`src/hdl/cdz_pkg.sv`:
```
// ----------------------------------------------------------------------------
// cdz_pkg - camera dead-zone follower shared definitions
// Widths, fixed-point constants, configuration codes and the helpers that
// turn the view size registers into the per-frame geometry constants.
// ----------------------------------------------------------------------------
package cdz_pkg;

    localparam int FRAC_BITS = 8;
    localparam int CFG_W     = 12;
    localparam int POS_W     = 32;
    localparam int DIF_W     = POS_W + 1;

    // Width in Q format and the quantities taken from it
    localparam int W_W    = CFG_W + FRAC_BITS;
    localparam int HALF_W = W_W - 1;
    localparam int RNG_W  = HALF_W - 1;
    localparam int LIM_W  = W_W - 3;
    localparam int ZS_W   = LIM_W + 1;

    // Twice the height in Q format, and two thirds of the height
    localparam int Y2_W   = CFG_W + FRAC_BITS + 1;
    localparam int YOFF_W = Y2_W - 1;

    // Divide by three as multiply by ceil(2^n/3), exact for x < 2^(n-1)
    localparam int RNG_SH  = HALF_W + 1;
    localparam int YOFF_SH = Y2_W + 1;
    localparam longint unsigned RNG_MUL  = ((64'd1 << RNG_SH) + 64'd2) / 64'd3;
    localparam longint unsigned YOFF_MUL = ((64'd1 << YOFF_SH) + 64'd2) / 64'd3;

    localparam int NEAR_PX  = 10;
    localparam int NEAR_Q   = NEAR_PX << FRAC_BITS;
    localparam int LIM_MAX  = ((1 << CFG_W) - 1) << FRAC_BITS >> 3;
    localparam int X_SHIFT  = 5;
    localparam int Y_SHIFT  = 4;
    localparam int ZS_SHIFT = 5;

    localparam logic [CFG_W-1:0] VIEW_WIDTH_RST  = CFG_W'(640);
    localparam logic [CFG_W-1:0] VIEW_HEIGHT_RST = CFG_W'(360);

    typedef enum logic [0:0] {
        CFG_VIEW_WIDTH  = 1'b0,
        CFG_VIEW_HEIGHT = 1'b1
    } t_cfg_idx;

    typedef struct packed {
        logic [HALF_W-1:0] half;
        logic [RNG_W-1:0]  rng;
        logic [LIM_W-1:0]  lim;
        logic [YOFF_W-1:0] yoff;
    } t_geom;

    typedef struct packed {
        logic [POS_W-1:0] target_x;
        logic [POS_W-1:0] target_y;
        logic             facing_left;
        logic             airborne;
    } t_item;

    typedef struct packed {
        logic [POS_W-1:0] view_origin_x;
        logic [POS_W-1:0] view_origin_y;
        logic [POS_W-1:0] zone_left;
        logic [POS_W-1:0] zone_right;
        logic             following_x;
    } t_result;

    function automatic t_geom set_width(input t_geom g, input logic [CFG_W-1:0] vw);
        t_geom                     r;
        logic [W_W-1:0]            wq;
        logic [HALF_W+RNG_SH-1:0]  prod;
        r    = g;
        wq   = W_W'(vw) << FRAC_BITS;
        r.half = wq[W_W-1:1];
        prod = (HALF_W+RNG_SH)'(r.half) * (HALF_W+RNG_SH)'(RNG_MUL);
        r.rng  = RNG_W'(prod >> RNG_SH);
        r.lim  = wq[W_W-1:3];
        return r;
    endfunction

    function automatic t_geom set_height(input t_geom g, input logic [CFG_W-1:0] vh);
        t_geom                    r;
        logic [Y2_W-1:0]          h2;
        logic [Y2_W+YOFF_SH-1:0]  prod;
        r    = g;
        h2   = Y2_W'(vh) << (FRAC_BITS + 1);
        prod = (Y2_W+YOFF_SH)'(h2) * (Y2_W+YOFF_SH)'(YOFF_MUL);
        r.yoff = YOFF_W'(prod >> YOFF_SH);
        return r;
    endfunction

endpackage

```
`src/hdl/cdz_core.sv`:
```
// ----------------------------------------------------------------------------
// cdz_core - camera follow state and per-frame update
// Holds camera position, focus offset and the x hysteresis flag, and works
// out the next state and the result fields for the item in the input stage.
// ----------------------------------------------------------------------------
module cdz_core
    import cdz_pkg::*;
(
    input  logic    i_clk,
    input  logic    i_rst_n,
    input  logic    i_adv,
    input  t_item   i_item,
    input  t_geom   i_geom,
    output t_result o_result
);

    logic signed [POS_W-1:0] r_cam_x, n_cam_x;
    logic signed [POS_W-1:0] r_cam_y, n_cam_y;
    logic signed [ZS_W-1:0]  r_zs,    n_zs;
    logic                    r_flag,  n_flag;

    logic signed [POS_W-1:0] tx, ty;
    logic signed [ZS_W:0]    lim_s, zs_goal, zs_diff;
    logic [ZS_W:0]           zs_mag;
    logic                    zs_move;
    logic signed [DIF_W-1:0] dx, dy, rng_s, near_s;
    logic                    far_x, near_x;
    logic [POS_W-1:0]        half_e, rng_e, zs_e, yoff_e;

    always_comb begin
        tx = $signed(i_item.target_x);
        ty = $signed(i_item.target_y);

        // Focus offset eases toward the facing side, frozen at or past the limit
        lim_s   = $signed((ZS_W+1)'(i_geom.lim));
        zs_goal = i_item.facing_left ? lim_s : -lim_s;
        zs_diff = zs_goal - (ZS_W+1)'(r_zs);
        zs_mag  = r_zs[ZS_W-1] ? $unsigned(-((ZS_W+1)'(r_zs))) : $unsigned((ZS_W+1)'(r_zs));
        zs_move = zs_mag < (ZS_W+1)'(i_geom.lim);
        n_zs    = zs_move ? r_zs + ZS_W'(zs_diff >>> ZS_SHIFT) : r_zs;

        // Horizontal hysteresis
        dx     = DIF_W'(tx) - DIF_W'(r_cam_x);
        rng_s  = $signed(DIF_W'(i_geom.rng));
        near_s = $signed(DIF_W'(NEAR_Q));
        far_x  = (dx < -rng_s) || (dx > rng_s);
        near_x = (dx > -near_s) && (dx < near_s);
        priority if (far_x) begin
            n_flag = 1'b1;
        end else if (near_x) begin
            n_flag = 1'b0;
        end else begin
            n_flag = r_flag;
        end
        n_cam_x = n_flag ? r_cam_x + POS_W'(dx >>> X_SHIFT) : r_cam_x;

        // Vertical follow, held while airborne
        dy      = DIF_W'(ty) - DIF_W'(r_cam_y);
        n_cam_y = i_item.airborne ? r_cam_y : r_cam_y + POS_W'(dy >>> Y_SHIFT);

        half_e = POS_W'(i_geom.half);
        rng_e  = POS_W'(i_geom.rng);
        zs_e   = POS_W'(n_zs);
        yoff_e = POS_W'(i_geom.yoff);

        o_result.view_origin_x = $unsigned(n_cam_x) - half_e - zs_e;
        o_result.view_origin_y = $unsigned(n_cam_y) - yoff_e;
        o_result.zone_left     = half_e - rng_e + zs_e;
        o_result.zone_right    = half_e + rng_e + zs_e;
        o_result.following_x   = n_flag;
    end

    always_ff @(posedge i_clk) begin
        if (!i_rst_n) begin
            r_cam_x <= '0;
            r_cam_y <= '0;
            r_zs    <= '0;
            r_flag  <= 1'b0;
        end else if (i_adv) begin
            r_cam_x <= n_cam_x;
            r_cam_y <= n_cam_y;
            r_zs    <= n_zs;
            r_flag  <= n_flag;
        end
    end

    a_hold_idle: assert property (@(posedge i_clk) disable iff (!i_rst_n)
        !i_adv |=> $stable(r_cam_x) && $stable(r_cam_y) && $stable(r_zs) && $stable(r_flag))
        else $error("follow state changed without a beat");

    a_zs_bound: assert property (@(posedge i_clk) disable iff (!i_rst_n)
        (r_zs <= ZS_W'(LIM_MAX)) && (r_zs >= -ZS_W'(LIM_MAX)))
        else $error("focus offset beyond the largest limit");

    a_x_frozen: assert property (@(posedge i_clk) disable iff (!i_rst_n)
        i_adv && !n_flag |=> r_cam_x == $past(r_cam_x))
        else $error("camera x moved while not following");

    a_y_air: assert property (@(posedge i_clk) disable iff (!i_rst_n)
        i_adv && i_item.airborne |=> r_cam_y == $past(r_cam_y))
        else $error("camera y moved while airborne");

    a_flag_set: assert property (@(posedge i_clk) disable iff (!i_rst_n)
        i_adv && far_x |=> r_flag)
        else $error("hysteresis flag not set on a far target");

endmodule

```
`src/hdl/camera_deadzone_follow_unit.sv`:
```
// ----------------------------------------------------------------------------
// camera_deadzone_follow_unit - dead-zone camera follow, one frame per beat
// Top level: configuration registers, input stage and result register
// around the follow core.
// ----------------------------------------------------------------------------
// Usage:
//   Input channel (i_in_valid / o_in_ready) carries one frame's target:
//   position in signed Q23.8, facing-left and airborne flags.
//   Output channel (o_out_valid / i_out_ready) returns view origin, focus
//   zone edges and the x follow flag for that frame.
//   A beat accepted into the input stage moves to the result register, with
//   o_out_valid high, when that register is free or being taken.
//   Throughput: one beat per cycle while the receiver takes every result;
//   the registered update loop on the camera state sets that rate.
//   Stall: when the receiver holds i_out_ready low the result is held, the
//   input stage fills, and o_in_ready drops until the result is taken.
//   Configuration: write i_cfg_data to register i_cfg_idx (view width, view
//   height) with i_cfg_we while no beat is in flight; derived geometry is
//   registered on the write.
//   Reset (synchronous, active low) empties both stages, zeroes the camera
//   state and loads a 640 x 360 view.
// ----------------------------------------------------------------------------
module camera_deadzone_follow_unit
    import cdz_pkg::*;
(
    input  logic             i_clk,
    input  logic             i_rst_n,

    input  logic             i_cfg_we,
    input  logic [0:0]       i_cfg_idx,
    input  logic [CFG_W-1:0] i_cfg_data,

    input  logic             i_in_valid,
    output logic             o_in_ready,
    input  logic [POS_W-1:0] i_target_x,
    input  logic [POS_W-1:0] i_target_y,
    input  logic             i_facing_left,
    input  logic             i_airborne,

    output logic             o_out_valid,
    input  logic             i_out_ready,
    output logic [POS_W-1:0] o_view_origin_x,
    output logic [POS_W-1:0] o_view_origin_y,
    output logic [POS_W-1:0] o_zone_left,
    output logic [POS_W-1:0] o_zone_right,
    output logic             o_following_x
);

    t_geom   r_geom, n_geom;
    logic    r_in_valid;
    t_item   r_item;
    logic    r_out_valid;
    t_result r_result;
    t_result core_result;
    logic    adv;

    // Advance the input stage when the result register is free or being taken
    assign adv        = r_in_valid && (!r_out_valid || i_out_ready);
    assign o_in_ready = !r_in_valid || adv;

    always_comb begin
        n_geom = r_geom;
        if (i_cfg_we) begin
            unique case (t_cfg_idx'(i_cfg_idx))
                CFG_VIEW_WIDTH:  n_geom = set_width(r_geom, i_cfg_data);
                CFG_VIEW_HEIGHT: n_geom = set_height(r_geom, i_cfg_data);
                default:         n_geom = r_geom;
            endcase
        end
    end

    always_ff @(posedge i_clk) begin
        if (!i_rst_n) begin
            r_geom <= set_height(set_width('0, VIEW_WIDTH_RST), VIEW_HEIGHT_RST);
        end else begin
            r_geom <= n_geom;
        end
    end

    always_ff @(posedge i_clk) begin
        if (!i_rst_n) begin
            r_in_valid  <= 1'b0;
            r_out_valid <= 1'b0;
        end else begin
            if (o_in_ready) begin
                r_in_valid <= i_in_valid;
            end
            if (adv) begin
                r_out_valid <= 1'b1;
            end else if (i_out_ready) begin
                r_out_valid <= 1'b0;
            end
        end
    end

    always_ff @(posedge i_clk) begin
        if (o_in_ready && i_in_valid) begin
            r_item.target_x    <= i_target_x;
            r_item.target_y    <= i_target_y;
            r_item.facing_left <= i_facing_left;
            r_item.airborne    <= i_airborne;
        end
        if (adv) begin
            r_result <= core_result;
        end
    end

    cdz_core u_core (
        .i_clk    (i_clk),
        .i_rst_n  (i_rst_n),
        .i_adv    (adv),
        .i_item   (r_item),
        .i_geom   (r_geom),
        .o_result (core_result)
    );

    assign o_out_valid     = r_out_valid;
    assign o_view_origin_x = r_result.view_origin_x;
    assign o_view_origin_y = r_result.view_origin_y;
    assign o_zone_left     = r_result.zone_left;
    assign o_zone_right    = r_result.zone_right;
    assign o_following_x   = r_result.following_x;

endmodule
```
`config.mk`:
```
export PLATFORM = sky130hd
export DESIGN_NAME = camera_deadzone_follow_unit
export DESIGN_NICKNAME = d
export VERILOG_FILES = /design/src/hdl/cdz_pkg.sv /design/src/hdl/cdz_core.sv /design/src/hdl/camera_deadzone_follow_unit.sv
export SDC_FILE = /design/constraint.sdc
export NUM_CORES = 1
export LEC_CHECK = 0
export ABC_CLOCK_PERIOD_IN_PS = 10860
export BUFFER_PORTS_ARGS = -buffer_cell sky130_fd_sc_hd__buf_2
export CAP_MARGIN = 0
export CORE_ASPECT_RATIO = 0.9
export CORE_MARGIN = 2
export CORE_UTILIZATION = 35
export DETAILED_ROUTE_END_ITERATION = 8
export GPL_TIMING_DRIVEN = 0
export PLACE_DENSITY = 0.6
export SLEW_MARGIN = 20
export SYNTH_ARGS = -nofsm -noshare
export SYNTH_HDL_FRONTEND = slang
export SYNTH_SLANG_ARGS = --single-unit
export TNS_END_PERCENT = 5
```
`constraint.sdc`:
```
create_clock -name i_clk -period 10.86 [get_ports i_clk]
set_input_delay 1.086 -clock i_clk [delete_from_list [all_inputs] [get_ports i_clk]]
set_output_delay 1.086 -clock i_clk [all_outputs]
set_load 0.05 [all_outputs]
```
==> run metrics <==
status complete, no violations; main combinational cell family by area after synthesis adder cells; Max FO, Critical Path 10; clk_lat worst skew 600 ps; post-synthesis xor/xnor area fraction 8.81%; fin. max-slew vios 0; buffers added on ports 213; Die Area 87900 um2; synthesized area 29900 um2; nets 4262; GP Congestion 0.939; Reg area 8560 um2; top_reg_cell synth edfxtp_1; FF-to-FF End o_view_origin_x[30]; CP peak stage delay 670 ps; placed cells 4787; Clock Path Buffers 3; EDFF count, synth 195; First-pass DRT Iterations 5; Area Overhead vs Synth 13.5%; Die Wd 312 um; Max transition margin 28.0%; # DRC 0; Fmax achieved 0.0974 GHz; io pins 215; # diodes 0; Cell variety after synth 95; vias per cell 5.27; Hold Path Depth 2; Final setup viols 0; #FFs+latches synth 330; CP required 11180 ps; largest net degree at the start of global routing 58; worst path bufs/invs 5; Starting Density 35.4%; Synth Instances 3437; Crit Path Class flip-flop to flip-flop; Worst setup EP type flip-flop; DRT iter0 DRCs 2141; fin area 34000 um2; Final Cycle Share 94.6%; global-route wire length before repair 139000 um; fin crit period 10270 ps; GRT Total Usage 20.2%; clk sinks 330; total number of vias 25600; fraction of synthesized area in multiplexers 0.556%; DR WL/cell 18.7 um; Die H 281 um; htree depth 2; Arrival @ worst endpoint 10590 ps; clock skew 32.7 ps; slowest CP cell o311ai_1; WL final 91000 um; postcts setup bufs 0; Detail Route Antenna Nets 0; CP Launch Type flip-flop; register area share after synthesis 28.6%; clock transition at the registers of the reported paths 70 ps; maxcap violations 0; Worst R2R Path Depth 40; Hold Buf Count CTS 0; Top delay family on crit path compound AO/OA/AOI/OAI gates; Placement Cell Area 32500 um2; cell row count 101; asr flop ratio synth 0%; worst slew pin tran 1050 ps; WHS Endpoint r_geom[9]; final cell count without fillers 4865; post-synthesis compound-gate area fraction 20.3%; area of the core 84500 um2; Overflow after GRT 0; R2R Setup Slk 590 ps; initial antenna violation count 5; simple-gate portion of the synthesized area 14.7%; fillers 8533; root buffer cell clkbuf_16; adder-cell share of the synthesized area 21.7%; HP Start r_geom[9]; share of layout cells above drive strength 1 9.32%; final hold violation count 0; reg2reg start u_core.r_cam_x[1]; multi-input logic area 19800 um2; GR peak layer met2; hold crit path type flip-flop to flip-flop; vias in the first global route 24100; Detailed Place HPWL 73300 um; met2 Use GR 31.7%; grt met3 use 3.38%; cell repeated most along the worst path a21oi_1; Ys Warns 0; TritonCTS Buffers 42; Mean Syn Cell Area 8.71 um2; M1 GR Usage 28.5%; syn nets 4000; CTS tree done
==> state kept, by name, summed over array words and instances, names as in the netlist <==
signal and cells:
o_view_origin_x 32, o_following_x 1, o_view_origin_y 32, r_geom 50, r_item 66, u_core.r_cam_x 32, o_out_valid 1, r_in_valid 1
u_core.r_flag 1, o_zone_left 32, o_zone_right 32, u_core.r_zs 18, u_core.r_cam_y 32
==> area by class of cell <==
type | count | share of cell area (%)
Buffer | 96 | 1.10
Timing Repair Buffer | 218 | 3.46
Sequential cell | 330 | 25.2
Clock inverter | 28 | 0.932
Clock buffer | 49 | 3.26
Tap cell | 1133 | 4.17
Inverter | 327 | 3.61
Multi-Input combinational cell | 2684 | 58.3
==> how the worst max path moves through the flow <==
stage,end,startpoint,cells after the start
2_1_floorplan,o_view_origin_x[28],u_core.r_cam_x[6],36
3_3_place_gp,o_view_origin_x[30],u_core.r_cam_x[1],39
3_5_place_dp,o_view_origin_x[30],u_core.r_cam_x[1],39
4_1_cts,o_view_origin_x[30],u_core.r_cam_x[1],39
5_1_grt,o_view_origin_x[28],u_core.r_cam_x[1],39
6_report,o_view_origin_x[30],u_core.r_cam_x[1],40
==> what timing repair did <==
action | CTS | global route
resized for setup | 0 | 3
hold endpoints to repair | 0 | 0
setup endpoints to repair | 0 | 3
==> synth_stat cells (7+ instances only) <==
cell,count,area share [%]
a211oi_1,75,1.9
nor2b_1,36,0.75
mux2i_1,11,0.37
nor2_1,293,3.7
a41oi_1,7,0.20
or4_1,8,0.20
a31oi_1,21,0.44
or3_1,20,0.42
ha_1,415,17
o21bai_1,44,1.1
or2_2,12,0.25
a2111oi_0,7,0.20
a21boi_0,16,0.40
o31ai_1,27,0.68
and3_1,23,0.48
xor2_1,70,2.0
nand2_1,309,3.9
a211o_1,7,0.20
nor3_1,63,1.1
a21oi_1,297,5.0
nand4_1,33,0.69
inv_1,326,4.1
dfxtp_1,135,9.0
edfxtp_1,195,20
clkbuf_1,84,1.1
and2_1,31,0.65
o211ai_1,25,0.63
nand3_1,51,0.85
nor4_1,19,0.40
a21o_1,110,2.8
xnor2_1,222,6.5
o41ai_1,9,0.26
fa_1,64,4.3
o2111ai_1,10,0.29
nand2b_1,31,0.65
o21a_1,44,1.1
o21ai_0,160,2.7
==> routing by layer <==
metal | up-vias | routed length [um]
met4 | 0 | 2570
met3 | 122 | 6620
met2 | 778 | 39500
met5 | - | 0
li1 | 12800 | -
met1 | 11900 | 42300
==> through the flow <==
| stage | util [%] | setup slack, ps | hold slack (ps) | setup TNS (ps) |
|---|---|---|---|---|
| CTS | 40.1 | 599 | 459 | 0 |
| detailed placement | 38.5 | 657 | 450 | 0 |
| global route | 40.2 | -18.4 | 487 | -35.4 |
| finish | 40.2 | 588 | 462 | 0 |
| global placement | 38.3 | 659 | 446 | 0 |
| floorplan | - | 2830 | 436 | 0 |
==> cells in the final DEF (no fill, tap or decap), types with 9 or more instances in the layout <==
cell,n
ha_1,415
inv_1,326
nand2_1,309
a21oi_1,297
nor2_1,293
xnor2_1,222
buf_2,219
edfxtp_1,195
o21ai_0,159
dfxtp_1,135
a21o_1,110
clkbuf_1,87
a211oi_1,73
xor2_1,69
fa_1,64
nor3_1,62
nand3_1,51
o21a_1,44
o21bai_1,44
clkbuf_16,43
nor2b_1,36
nand4_1,33
nand2b_1,31
and2_1,30
o31ai_1,27
o211ai_1,25
and3_1,23
a31oi_1,21
or3_1,20
nor4_1,19
a21boi_0,16
or2_2,12
mux2i_1,11
o2111ai_1,10
o41ai_1,9
==> kinds of logic after synthesis <==
group | count (synthesis)
DFF | 330
xor gates and xnor gates | 296
AOI/OAI and AO/OA | 934
other | 1
adders and majority gates | 482
buffers and inverters | 423
muxes | 16
and+or+nand+nor | 955
==> worst min-delay path, cell delays in order (launching register included) <==
cell and delay [ps]:
dfxtp_1 310, nand2_1 50, a21oi_1 50
Power is left out: the tool's default activity adds up to more than one toggle a clock period on the data nets, which glitch-free logic cannot reach.
